===== config.mk =====
export PLATFORM = sky130hd
export DESIGN_NAME = ccps_div
export DESIGN_NICKNAME = d
export VERILOG_FILES = /design/src/hdl/ccps_pkg.sv /design/src/hdl/ccps_div.sv
export SDC_FILE = /design/constraint.sdc
export NUM_CORES = 2
export LEC_CHECK = 0
export BUFFER_PORTS_ARGS = -buffer_cell sky130_fd_sc_hd__buf_4
export CORE_UTILIZATION = 35
export CTS_CLUSTER_DIAMETER = 150
export DETAILED_ROUTE_END_ITERATION = 16
export SYNTH_ARGS = -nofsm -noshare
export SYNTH_HDL_FRONTEND = slang
export SYNTH_SLANG_ARGS = --single-unit

===== constraint.sdc =====
create_clock -name clk -period 3.1 [get_ports clk]
set_input_delay 0.155 -clock clk [delete_from_list [all_inputs] [get_ports clk]]
set_output_delay 0.155 -clock clk [all_outputs]
set_load 0.02 [all_outputs]

===== src/hdl/ccps_pkg.sv =====
package ccps_pkg;

	// default coordinate fraction width (Q12.4)
	localparam int COORD_FRAC_BITS_DEF = 4;
	// fraction bits of the segment parameter t
	localparam int T_BITS = 16;
	// fraction bits of radius, distance and coverage
	localparam int ACC_FRAC = 20;

	// how t is formed for a pixel
	typedef enum logic [1:0] {
		TM_ZERO,
		TM_ONE,
		TM_DIV
	} tmode_t;

endpackage


===== src/hdl/ccps_div.sv =====
module ccps_div #(
	parameter int DVW = 36,
	parameter int QW  = ccps_pkg::T_BITS + 1,
	parameter int SBW = 1
) (
	input  logic               clk,
	input  logic               arst_n,
	input  logic               in_vld,
	input  logic [DVW+QW-1:0]  num,
	input  logic [DVW-1:0]     den,
	input  logic [SBW-1:0]     side_in,
	output logic               out_vld,
	output logic [QW-1:0]      quot,
	output logic [SBW-1:0]     side_out
);
	// restoring divider, one quotient bit per stage; quotient known to fit QW bits

	logic           vld_s  [QW];
	logic [DVW-1:0] rem_s  [QW];
	logic [QW-1:0]  quot_s [QW];
	logic [QW-1:0]  low_s  [QW];
	logic [DVW-1:0] den_s  [QW];
	logic [SBW-1:0] side_s [QW];

	for (genvar i = 0; i < QW; i++) begin : g_stage
		logic           vld_p;
		logic [DVW-1:0] rem_p;
		logic [QW-1:0]  quot_p;
		logic [QW-1:0]  low_p;
		logic [DVW-1:0] den_p;
		logic [SBW-1:0] side_p;
		logic [DVW:0]   cand;
		logic [DVW:0]   diff;
		logic           ge;

		if (i == 0) begin : g_first
			assign vld_p  = in_vld;
			assign rem_p  = num[DVW+QW-1:QW];
			assign quot_p = '0;
			assign low_p  = num[QW-1:0];
			assign den_p  = den;
			assign side_p = side_in;
		end else begin : g_next
			assign vld_p  = vld_s[i-1];
			assign rem_p  = rem_s[i-1];
			assign quot_p = quot_s[i-1];
			assign low_p  = low_s[i-1];
			assign den_p  = den_s[i-1];
			assign side_p = side_s[i-1];
		end

		// shift in next numerator bit, trial subtract
		assign cand = {rem_p, low_p[QW-1-i]};
		assign diff = cand - {1'b0, den_p};
		assign ge   = (cand >= {1'b0, den_p});

		always_ff @(posedge clk or negedge arst_n) begin
			if (!arst_n) begin
				vld_s[i] <= 1'b0;
			end else begin
				vld_s[i] <= vld_p;
			end
		end

		always_ff @(posedge clk) begin
			rem_s[i]  <= ge ? diff[DVW-1:0] : cand[DVW-1:0];
			quot_s[i] <= {quot_p[QW-2:0], ge};
			low_s[i]  <= low_p;
			den_s[i]  <= den_p;
			side_s[i] <= side_p;
		end
	end

	assign out_vld  = vld_s[QW-1];
	assign quot     = quot_s[QW-1];
	assign side_out = side_s[QW-1];

endmodule


==> Word level (Yosys, flattened, before mapping) <==
Memories as Yosys holds them, arrays and structs flattened.
Index checks and enable logic that the tools add are counted.
W data, S select, Z words.
{ "totals": {"reg_bits": 17, "ramBits": 1819, "in_bits": 93, "out_inout_bits": 19, "n_memories": 5} }
{ "memory_table": {"columns": ["memory", "depth", "width", "rd", "rd_ports_with_merged_regs", "wr", "line", "text"], "rows": [
  ["den_s", 17, 36, 16, 0, 17, "ccps_div.sv:22", "logic [DVW-1:0] den_s [QW];"],
  ["rem_s", 17, 36, 16, 0, 17, "ccps_div.sv:19", "logic [DVW-1:0] rem_s [QW];"],
  ["low_s", 17, 17, 16, 0, 17, "ccps_div.sv:21", "logic [QW-1:0] low_s [QW];"],
  ["quot_s", 17, 17, 17, 0, 17, "ccps_div.sv:20", "logic [QW-1:0] quot_s [QW];"],
  ["side_s", 17, 1, 17, 0, 17, "ccps_div.sv:23", "logic [SBW-1:0] side_s [QW];"]
]} }
{ "classes": {"add_sub_neg": 17, "magnitude_cmp": 17, "mux": 17} }
{ "ops": {"columns": ["cell", "count"], "rows": [
  ["$ge A37 B36 Y1", 17],
  ["$mux W36", 17],
  ["$sub A36 B36 Y36", 17]
]} }

==> Longest topological paths before layout <==
An unclocked memory read counts as a cell.
{ "depth": {"depth_word": 3, "mapped_depth": 16, "depth_no_buf": 14} }

==> Worst setup path before layout <==
No wires, ideal clock.
{ "synth_path": {"kind": "reg2reg", "from": "mem den_s[14][6], in the netlist den_s[0][510]", "to": "mem rem_s[15][28], in the netlist rem_s[0][568]", "arrival_time_ps": 3134, "t_required_ps": 2979, "setup_slack_ps": -154, "stages_incl_launch_ff": 14, "synth_period_minus_slack_ps": 3254, "cell_sequence": "dfxtp_1 > inv_1 > ha_1 > nand3_2 > nor3_1 > o31ai_1 > a21boi_1 > nor3_1 > or4_1 > a211o_1 > o31a_1 > o21ai_4 > buf_6 > mux2_2"} }
{ "synth_rtl": {"columns": ["item", "line"], "rows": [
  ["start: declaration", "ccps_div.sv:22"],
  ["end: declaration", "ccps_div.sv:19"]
]} }

==> out/metrics.csv <==
metric,value,unit
status,finished with violations,
failing checks,setup timing,
net switching power,42.6,mW
"Slowest-stage cell, CP",or4_4,
CP Class,reg2reg,
combinational power share,56.7,%
Setup-failing EPs final,95,
largest net degree at the start of global routing,41,
"commonest non-fill, non-tap cell in the layout",buf_4,
worst setup margin,-253,ps
Clock Skew,45.0,ps
pwr dens,1180,nW/um^2
die height,441,microns
RSZ-0062 raised after global routing,true,
"delay-heaviest family, CP",compound AO/OA/AOI/OAI gates,
Clock power frac,18.3,%
Worst path max stage delay,460,ps
"EDFF count, synth",0,
"Hold Vio Cnt, Final",0,
DRC viols,0,
async set-or-reset flop fraction in the synthesized netlist,1.15,%
slew margin rel.,52.0,%
Via density,4.84,
Synth Area per Inst,9.14,sq um
fin cells,11700,
ys flop type,dfxtp_1,
FMAX,0.298,GHz
Worst EP required,3800,ps
first-pass detailed-route iteration total,7,
CP Data Arrival Time,4060,ps
max-slew violations,0,
Total GRT Usage,17.8,%
critical-path cell list,ha_4 -> nand3_4 -> nor3_4 -> o31ai_4 -> a21boi_2 -> nor3_2 -> or4_4 -> a211o_1 -> o31a_1 -> o21ai_4 -> buf_12 -> mux2_1,
worst-path fanout max,10,
Synth area leaders,"dfxtp_1, ha_1, a21oi_1",
Post-Syn Area,67300,sq um
filler cell count,17200,
HPWL Detailed,135000,microns
layout cells sized above 1,30.6,%
first-pass GRT wire length,280000,microns
CTS tree,done,
worst hold-check path type,in2reg,
Core Area,191000,sq um
syn_nets,8087,
Routed WL,184000,microns
cell accounting for the most synthesized area,dfxtp_1,
worst path buffer plus inverter count,1,
Cell variety after synth,87,
Inst Count DP,11100,
Tcrit/Tclk final,108,%
row count,160,
CTS root buf,clkbuf_16,
part of the power in registers,25.1,%
Initial DRC Count,2210,
switching portion of total power,37.9,%
Max Cap Viol,0,
Crit. End Element,flop,
Initial Utilization,35.3,%
global route total overflow,0,
setup tns final,-9200,ps
vias in the first global route,57200,
drt wl/cell,15.7,microns
Die W,441,microns
Clock Path Buffers,3,
reg2reg setup slack,-250,ps
RePlAce Congestion,0.936,
Final min period,3350,ps
sequential area share after synthesis,44.0,%
num ports,112,
number of H-tree levels,4,
Worst-Skew Late Latency,820,ps
clock sinks,1475,
design internal power,70.0,mW
#FFs+latches synth,1475,
vias,56700,
Worst-path clk slew,60,ps
Worst-Margin Slew,718,ps
Leak Pwr,44.3,nW
initial antenna violation count,1,
port buffer count,111,
area grow syn2layout,41.5,%
Worst Hold Slack,101,ps
"commonest non-fill, non-tap cells in the layout","buf_4, dfxtp_1, inv_1",
post-synth top area share,43.4,%
Synthesis Warnings,0,
total CTS buffers,169,
Post-layout nets,9779,
Worst setup SP type,flop,
VDD IR max,0.792,mV
Antenna Nets Post-Route,0,
Post-Syn Instances,7366,
die area,194000,sq um
-- Yosys cell counts (all sizes together) (64+ instances only) --
master     n
dfxtp   1458
inv      776
a21oi    727
ha       612
nor2     512
nand2    498
o21ai    483
a21o     282
xnor2    277
xor2     205
mux2     144
nand3    122
clkbuf   120
nand4     94
nor2b     91
nand2b    84
a31oi     77
nor3      72
o21bai    66
o21a      64
-- through the flow --
| step | total power [mW] | setup slack [ps] | util [%] | area [sq um] |
|---|---|---|---|---|
| global route | 120 | -353 | 50.0 | 95300 |
| detailed placement | 79.6 | -565 | 42.2 | 80400 |
| global placement | 78.8 | -536 | 42.2 | 80400 |
| floorplan | 60.6 | -34.9 | - | 67500 |
| CTS | 106 | -334 | 47.8 | 91200 |
| finish | 113 | -253 | 50.0 | 95300 |
-- metal layers --
metal	track usage [%]	share of wire (%)	vias up	routed length, microns
met1	16.9	36	26200	66600
met2	34.5	53	962	97800
met4	12.7	7.9	0	14500
met3	2.52	2.7	565	4880
li1	-	-	28900	-
met5	0	0	-	0
-- power by group through the flow --
stage,combinational (mW),sequential [mW],clock [mW]
6_report,63.8,28.2,20.6
5_1_grt,69.5,28.8,22.1
2_1_floorplan,33.6,27.0,0
4_1_cts,57.1,27.8,21.3
3_3_place_gp,50.8,28.0,0
3_5_place_dp,51.6,28.0,0
-- cells by family after synthesis --
| logic type | Yosys count | share of synthesized area, % |
|---|---|---|
| mux | 161 | 2.66 |
| xor+xnor | 482 | 6.27 |
| buf+inv | 946 | 5.40 |
| fa+ha+maj | 628 | 11.9 |
| flops | 1475 | 44.0 |
| simple gates | 1653 | 11.5 |
| compound gates | 2021 | 18.4 |
-- worst register-to-register path: cells and delay by family, from the launching register on --
kind,cells,cell delay [ps]
compound gates,5,1170
fa+ha+maj,1,320
mux,1,350
flops,1,360
buf+inv,1,200
simple gates,4,830
-- final timing paths --
path                       cells after the start                    endpoint             startpoint
max                                           12       rem_s[0][548]$_DFF_P_  rem_s[0][509]$_DFF_P_
min                                            3         den_s[0][0]$_DFF_P_                 den[0]
max reg2reg                                   12       rem_s[0][548]$_DFF_P_  rem_s[0][509]$_DFF_P_
min reg2reg                                    0       low_s[0][156]$_DFF_P_  low_s[0][139]$_DFF_P_
max in group asynchronous                      3  g_stage[8].vld_p$_DFF_PN0_                 arst_n
min in group asynchronous                      3  g_stage[6].vld_p$_DFF_PN0_                 arst_n
-- cell type report --
type	instances	area, sq um	area share [%]
clock buffer	243	4960	5.21
clock inverter	70	915	0.960
sequential	1475	29700	31.2
multi-input combinational	4946	39000	40.9
inverter	776	2920	3.06
timing repair buffer	1690	14600	15.3
antenna	1	2.50	0.00263
tap	2511	3140	3.30
-- timing repair --
action,in CTS,in global routing
endpoints found under the setup margin,520,529
gates resized for setup,524,812
endpoints found under the hold margin,108,0
hold buffers,149,0
gates cloned,19,24
pin swaps,204,311
setup buffers,97,74
-- flip-flops by register name, summed over array words and instances (netlist names) --
register / flops
rem_s: 576
g_stage.vld_p: 16
quot_s: 153
low_s: 136
side_s: 17
out_vld: 1
den_s: 576
No activity file was read; power rests on OpenSTA's default activity.
