$ cat config.mk
export PLATFORM = sky130hd
export DESIGN_NAME = ccps_sqrt
export DESIGN_NICKNAME = d
export VERILOG_FILES = /design/src/hdl/ccps_sqrt.sv
export SDC_FILE = /design/constraint.sdc
export NUM_CORES = 2
export LEC_CHECK = 0
export BUFFER_PORTS_ARGS = -buffer_cell sky130_fd_sc_hd__buf_2
export CAP_MARGIN = 10
export CORE_MARGIN = 2
export CORE_UTILIZATION = 30
export CTS_CLUSTER_DIAMETER = 30
export DETAILED_ROUTE_END_ITERATION = 8
export PLACE_DENSITY = 0.43
export SYNTH_ARGS = -nofsm -noshare
export SYNTH_HDL_FRONTEND = slang
export SYNTH_SLANG_ARGS = --single-unit
$ cat constraint.sdc
create_clock -name clk -period 3 [get_ports clk]
set_input_delay 0.3 -clock clk [delete_from_list [all_inputs] [get_ports clk]]
set_output_delay 0.3 -clock clk [all_outputs]
set_load 0.02 [all_outputs]
$ cat src/hdl/ccps_sqrt.sv
module ccps_sqrt #(
	parameter int K   = 30,
	parameter int SBW = 1
) (
	input  logic             clk,
	input  logic             arst_n,
	input  logic             in_vld,
	input  logic [2*K-1:0]   n,
	input  logic [SBW-1:0]   side_in,
	output logic             out_vld,
	output logic [K-1:0]     root,
	output logic [K:0]       rem,
	output logic [SBW-1:0]   side_out
);
	// digit-by-digit square root, one root bit per stage

	logic           vld_s  [K];
	logic [K:0]     rem_s  [K];
	logic [K-1:0]   root_s [K];
	logic [2*K-1:0] n_s    [K];
	logic [SBW-1:0] side_s [K];

	for (genvar i = 0; i < K; i++) begin : g_stage
		logic           vld_p;
		logic [K:0]     rem_p;
		logic [K-1:0]   root_p;
		logic [2*K-1:0] n_p;
		logic [SBW-1:0] side_p;
		logic [K+2:0]   cand;
		logic [K+2:0]   trial;
		logic [K+2:0]   diff;
		logic           ge;

		if (i == 0) begin : g_first
			assign vld_p  = in_vld;
			assign rem_p  = '0;
			assign root_p = '0;
			assign n_p    = n;
			assign side_p = side_in;
		end else begin : g_next
			assign vld_p  = vld_s[i-1];
			assign rem_p  = rem_s[i-1];
			assign root_p = root_s[i-1];
			assign n_p    = n_s[i-1];
			assign side_p = side_s[i-1];
		end

		// bring down two bits, try (4*root + 1)
		assign cand  = {rem_p, n_p[2*K-1-2*i -: 2]};
		assign trial = {1'b0, root_p, 2'b01};
		assign diff  = cand - trial;
		assign ge    = (cand >= trial);

		always_ff @(posedge clk or negedge arst_n) begin
			if (!arst_n) begin
				vld_s[i] <= 1'b0;
			end else begin
				vld_s[i] <= vld_p;
			end
		end

		always_ff @(posedge clk) begin
			rem_s[i]  <= ge ? diff[K:0] : cand[K:0];
			root_s[i] <= {root_p[K-2:0], ge};
			n_s[i]    <= n_p;
			side_s[i] <= side_p;
		end
	end

	assign out_vld  = vld_s[K-1];
	assign root     = root_s[K-1];
	assign rem      = rem_s[K-1];
	assign side_out = side_s[K-1];

endmodule

* Yosys cells after proc, flatten, opt, wreduce, memory -nomap -nowiden
Memory sizes are Yosys's and may differ from the RTL's.
Cells that the tools add are included.
** Storage, ports and cells
- Register bits :: 30
- Memory bits (writable) :: 3660
- Word-level logic and storage cells :: 124
- Output and inout port bits :: 63
- Input port bits :: 64
- Memories :: 4
** Operators by class
- Magnitude comparators :: 30
- Muxes and demuxes :: 30
- $add $sub $neg :: 30
** Memory list
- n_s :: words 30, width 60, rd ports 29, clocked after memory_dff 0, wr ports 30, line 20 : logic [2*K-1:0] n_s [K];
- rem_s :: words 30, width 31, rd ports 30, clocked after memory_dff 0, wr ports 30, line 18 : logic [K:0] rem_s [K];
- root_s :: words 30, width 30, rd ports 30, clocked after memory_dff 0, wr ports 30, line 19 : logic [K-1:0] root_s [K];
- side_s :: words 30, width 1, rd ports 30, clocked after memory_dff 0, wr ports 30, line 21 : logic [SBW-1:0] side_s [K];
** Operator list (number)
- $ge 33x32->1 :: 29
- $mux 31 :: 30
- $sub 31x31->31 :: 29
- $sub 2x1->3 const B :: 1
- $ge 2x1->1 const B :: 1

* Depth between registers and ports, before layout
An unclocked memory read counts as a cell.
- Word-level depth :: 3
- Mapped depth :: 13
- Gate-level depth less buffers :: 12

* Worst setup path after synthesis
Ideal clock, no wire load.
- Path type :: reg-to-reg
- Start point :: memory rem_s[12][16] (netlist name)
- End point :: memory rem_s[13][10] (netlist name)
- Buffers on the path :: 3
- Clock period less this slack :: 3163 ps
- Library setup time :: 123 ps
- Required time :: 2877 ps
- Slack :: -163 ps
- Stages on the path, launching flop included :: 11
- Data arrival time :: 3040 ps
- Cell sequence :: dfxtp_1 -> or4_1 -> or4_1 -> buf_2 -> or4_4 -> nor4_1 -> nand2_1 -> or3_1 -> buf_2 -> buf_6 -> mux2_1
** RTL lines (line)
- start: declaration :: 18

==> impl_metrics.py <==
metrics = {
    "outcome": {
        "status": "finished, violations left",
        "violations": "setup timing",
    },
    "clock_tree": {
        "clk_pin_slew_ns": 0.05,
        "h-tree-depth": 5,
        "cts_made_buffers": 450,
        "clock_path_buffers": 4,
        "cts.sinks": 2281,
        "cts_root_buf": "clkbuf_16",
        "cts_tree": "yes",
        "clk_latency_ns": 0.91,
    },
    "route": {
        "num_vias": 60000,
        "dr.pass1.iters": 9,
        "viasPerCell": 4.45,
        "drcViolationCount": 0,
        "initialDrtViolationCount": 2851,
        "wl_per_cell_um": 14.6,
        "drtAntennaViolNets": 0,
        "totalWireLength_mm": 197,
    },
    "global_route": {
        "grt_max_degree": 46,
        "grt_pass1_wl_mm": 313,
        "grt_use_total_pct": 13.7,
        "grt_pass1_vias": 60700,
        "gr-total-overflow": 0,
        "antenna_found_initial": 3,
    },
    "timing": {
        "min_period_ns": 3.01,
        "fmax_ghz": 0.332,
        "fin_worst_skew_ns": 0.0596,
        "relSlewSlack_pct": 43.1,
        "fin_ws_ns": -0.0113,
        "finalHoldViolCount": 0,
        "period_share_pct": 100,
        "slew_viol_final": 0,
        "rsz0062_at_grt": "yes",
        "max_slew.worst_pin.slew_ns": 0.848,
        "setup_violations": 8,
    },
    "worst_setup_path": {
        "crit_fanout": 6,
        "cp.arrival_ns": 3.75,
        "worst_ep_required_time_ns": 3.74,
        "timing.rr.end": "rem_s[27][7]$_DFF_P_",
        "critPathLaunch": "root_s[1][303]$_DFF_P_",
        "setup.worst_path.start_class": "flop",
        "crit_chain": "inv_1 > ha_4 > and3_4 > a221o_1 > a31o_4 > a311o_1 > nand2b_1 > a31oi_4 > o21ba_4 > buf_12 > mux2_2",
        "critPathSlowestCell": "a311o_1",
        "rr_startpoint": "root_s[1][303]$_DFF_P_",
        "endpoint_kind": "flop",
        "path_class": "flop to flop",
        "ff2ff_path_depth": 11,
        "r2r_setup_slack_ns": -0.01,
        "cp_slowest_stage_delay_ns": 0.43,
    },
    "yosys": {
        "syn_inst": 8115,
        "synthArstFlopShare_pct": 1.32,
        "synth_common_cells": "dfxtp_1, inv_1, nand2_1",
        "syn_area_um2": 82900,
        "yosysSeqAreaShare_pct": 55.3,
        "ys_top_cells_by_area": "dfxtp_1, ha_1, xnor2_1, xor2_1, a21oi_1",
        "ys.flop_type": "dfxtp_1",
        "synth_edf_count": 0,
        "synth.avg_cell_area_um2": 10.2,
        "ys_types": 87,
        "synth.yosys.warnings": 0,
        "synth_top_area_share_pct": 54.4,
        "yosysMostFrequentCell": "dfxtp_1",
        "yosysTopAreaCell": "dfxtp_1",
        "mappedNetlistNets": 8677,
        "synth-seq-cells": 2281,
    },
    "hold_path": {
        "hold_path_end": "n_s[0][23]$_DFF_P_",
        "min-delay-start": "n[23]",
        "min_path_type": "primary input to flop",
        "hold_depth": 2,
    },
    "final_layout": {
        "syn_to_final_growth_pct": 36.2,
        "fin_cells": 13500,
        "final_nets": 9951,
        "drive_gt1_share_pct": 21.5,
    },
    "power": {
        "total_power_mw": 109,
        "power.leakage_nw": 52.1,
        "power_density_nw_per_um2": 968,
        "irDropWorstVdd_uv": 555,
    },
    "placement": {
        "gp_congestion": 0.850,
        "hpwlAfterDp_mm": 148,
        "dp.cells": 12400,
        "port_buffers": 126,
    },
    "floorplan": {
        "die_x_um": 530,
        "core_um2": 274000,
        "core.rowCount": 192,
        "start_util_pct": 30.2,
        "die_h_um": 530,
        "die_area_um2": 280000,
        "ioPinCount": 127,
    },
    "flow_run": {
        "maxCapViolations": 0,
    },
}
where the power goes:
group          switching, mW  internal [mW]
combinational           9.21           8.67
clock                   16.7           35.4
sequential              3.87           35.5
worst max-delay path by stage:
stage / slack, ns / endpoint
finish: -0.01 / rem_s[27][7]$_DFF_P_
global route: -0.11 / rem_s[5][22]$_DFF_P_
CTS: -0.10 / rem_s[29][28]$_DFF_P_
detailed placement: -0.33 / rem_s[9][26]$_DFF_P_
global placement: -0.30 / rem_s[29][28]$_DFF_P_
floorplan: -0.13 / rem_s[13][10]$_DFF_P_
what timing repair did:
item                                    CTS  global route
gates cloned                              3             6
endpoints found under the setup margin  249           464
endpoints found under the hold margin    93             0
gates resized for setup                 101           312
hold buffers                            125             0
buffers inserted                          9            33
pin swaps                                22            86
state kept, by name, summed over array words and instances (netlist names):
| signal | flops |
|---|---|
| g_stage.vld_p | 29 |
| n_s | 870 |
| out_vld | 1 |
| rem_s | 886 |
| root_s | 465 |
| side_s | 30 |
worst max-delay path: cells and delay by family (launching register included):
kind,cells,cell delay [ns]
AO/OA/AOI/OAI,5,1.41
adder cells (fa/ha/maj),1,0.21
buffers and inverters,2,0.25
flip-flops,1,0.31
multiplexers,1,0.27
AND/OR/NAND/NOR,2,0.38
cells by family (layout without fill, tap and decap cells):
logic type                 Yosys count  count (layout)  synth area share, %
xor gates and xnor gates           747             747                 7.90
DFF                               2281            2281                 55.3
AOI/OAI and AO/OA                 1603            1604                 11.9
adders and majority gates          498             498                 7.52
buffers and inverters              770            2431                 3.52
and+or+nand+nor                   2128            2128                 12.7
other                                1               3              0.00453
muxes                               87              87                 1.17
through the flow:
step | setup slack [ns] | utilization [%] | TNS (ns) | instance area, um^2 | hold slack (ns)
floorplan | -0.133 | - | -0.844 | 82900 | 0.00441
global placement | -0.297 | 33.9 | -14.04 | 92800 | 0.310
detailed placement | -0.330 | 33.9 | -17.68 | 92800 | 0.312
CTS | -0.103 | 40.5 | -0.585 | 111000 | 0.0288
global route | -0.109 | 41.2 | -2.70 | 113000 | 0.0828
finish | -0.0113 | 41.2 | -0.0591 | 113000 | 0.113
area by class of cell:
cell class | count | area (um^2)
Fill cell | 26400 | 161000
Sequential cell | 2281 | 45800
Multi-Input combinational cell | 5065 | 36000
Clock buffer | 537 | 12100
Timing Repair Buffer | 974 | 7750
Tap cell | 3686 | 4610
Clock inverter | 303 | 4290
Inverter | 617 | 2320
Antenna cell | 2 | 5.00
layer usage:
layer  up-vias  GRT usage, %  share of wire [%]
met5         -             0                  0
met4         0          5.06                2.8
met3       413          2.45                4.4
li1      30600             -                  -
met2      1061          23.5                 48
met1     28000          16.9                 45
cells in the final DEF (no fill, tap or decap), types with 41 or more instances in the layout:
cell / instances
clkinv_2: 51
o21bai_1: 44
dfxtp_1: 2236
clkinv_4: 55
a31oi_1: 41
a21o_1: 170
mux2_2: 75
nor3_1: 186
or4_1: 47
inv_1: 614
or3_1: 73
dlygate4sd3_1: 124
clkbuf_16: 455
ha_1: 474
clkinvlp_4: 52
inv_6: 46
nand4_1: 79
o21ai_0: 380
buf_2: 126
nand2b_1: 102
xor2_1: 368
nor2b_1: 73
nor4_1: 77
bufinv_16: 74
clkbuf_8: 49
buf_4: 683
o21a_1: 89
xnor2_1: 374
nand2_1: 537
a21oi_1: 497
nand3_1: 127
nor2_1: 500
(Power assumes the default switching activity.)
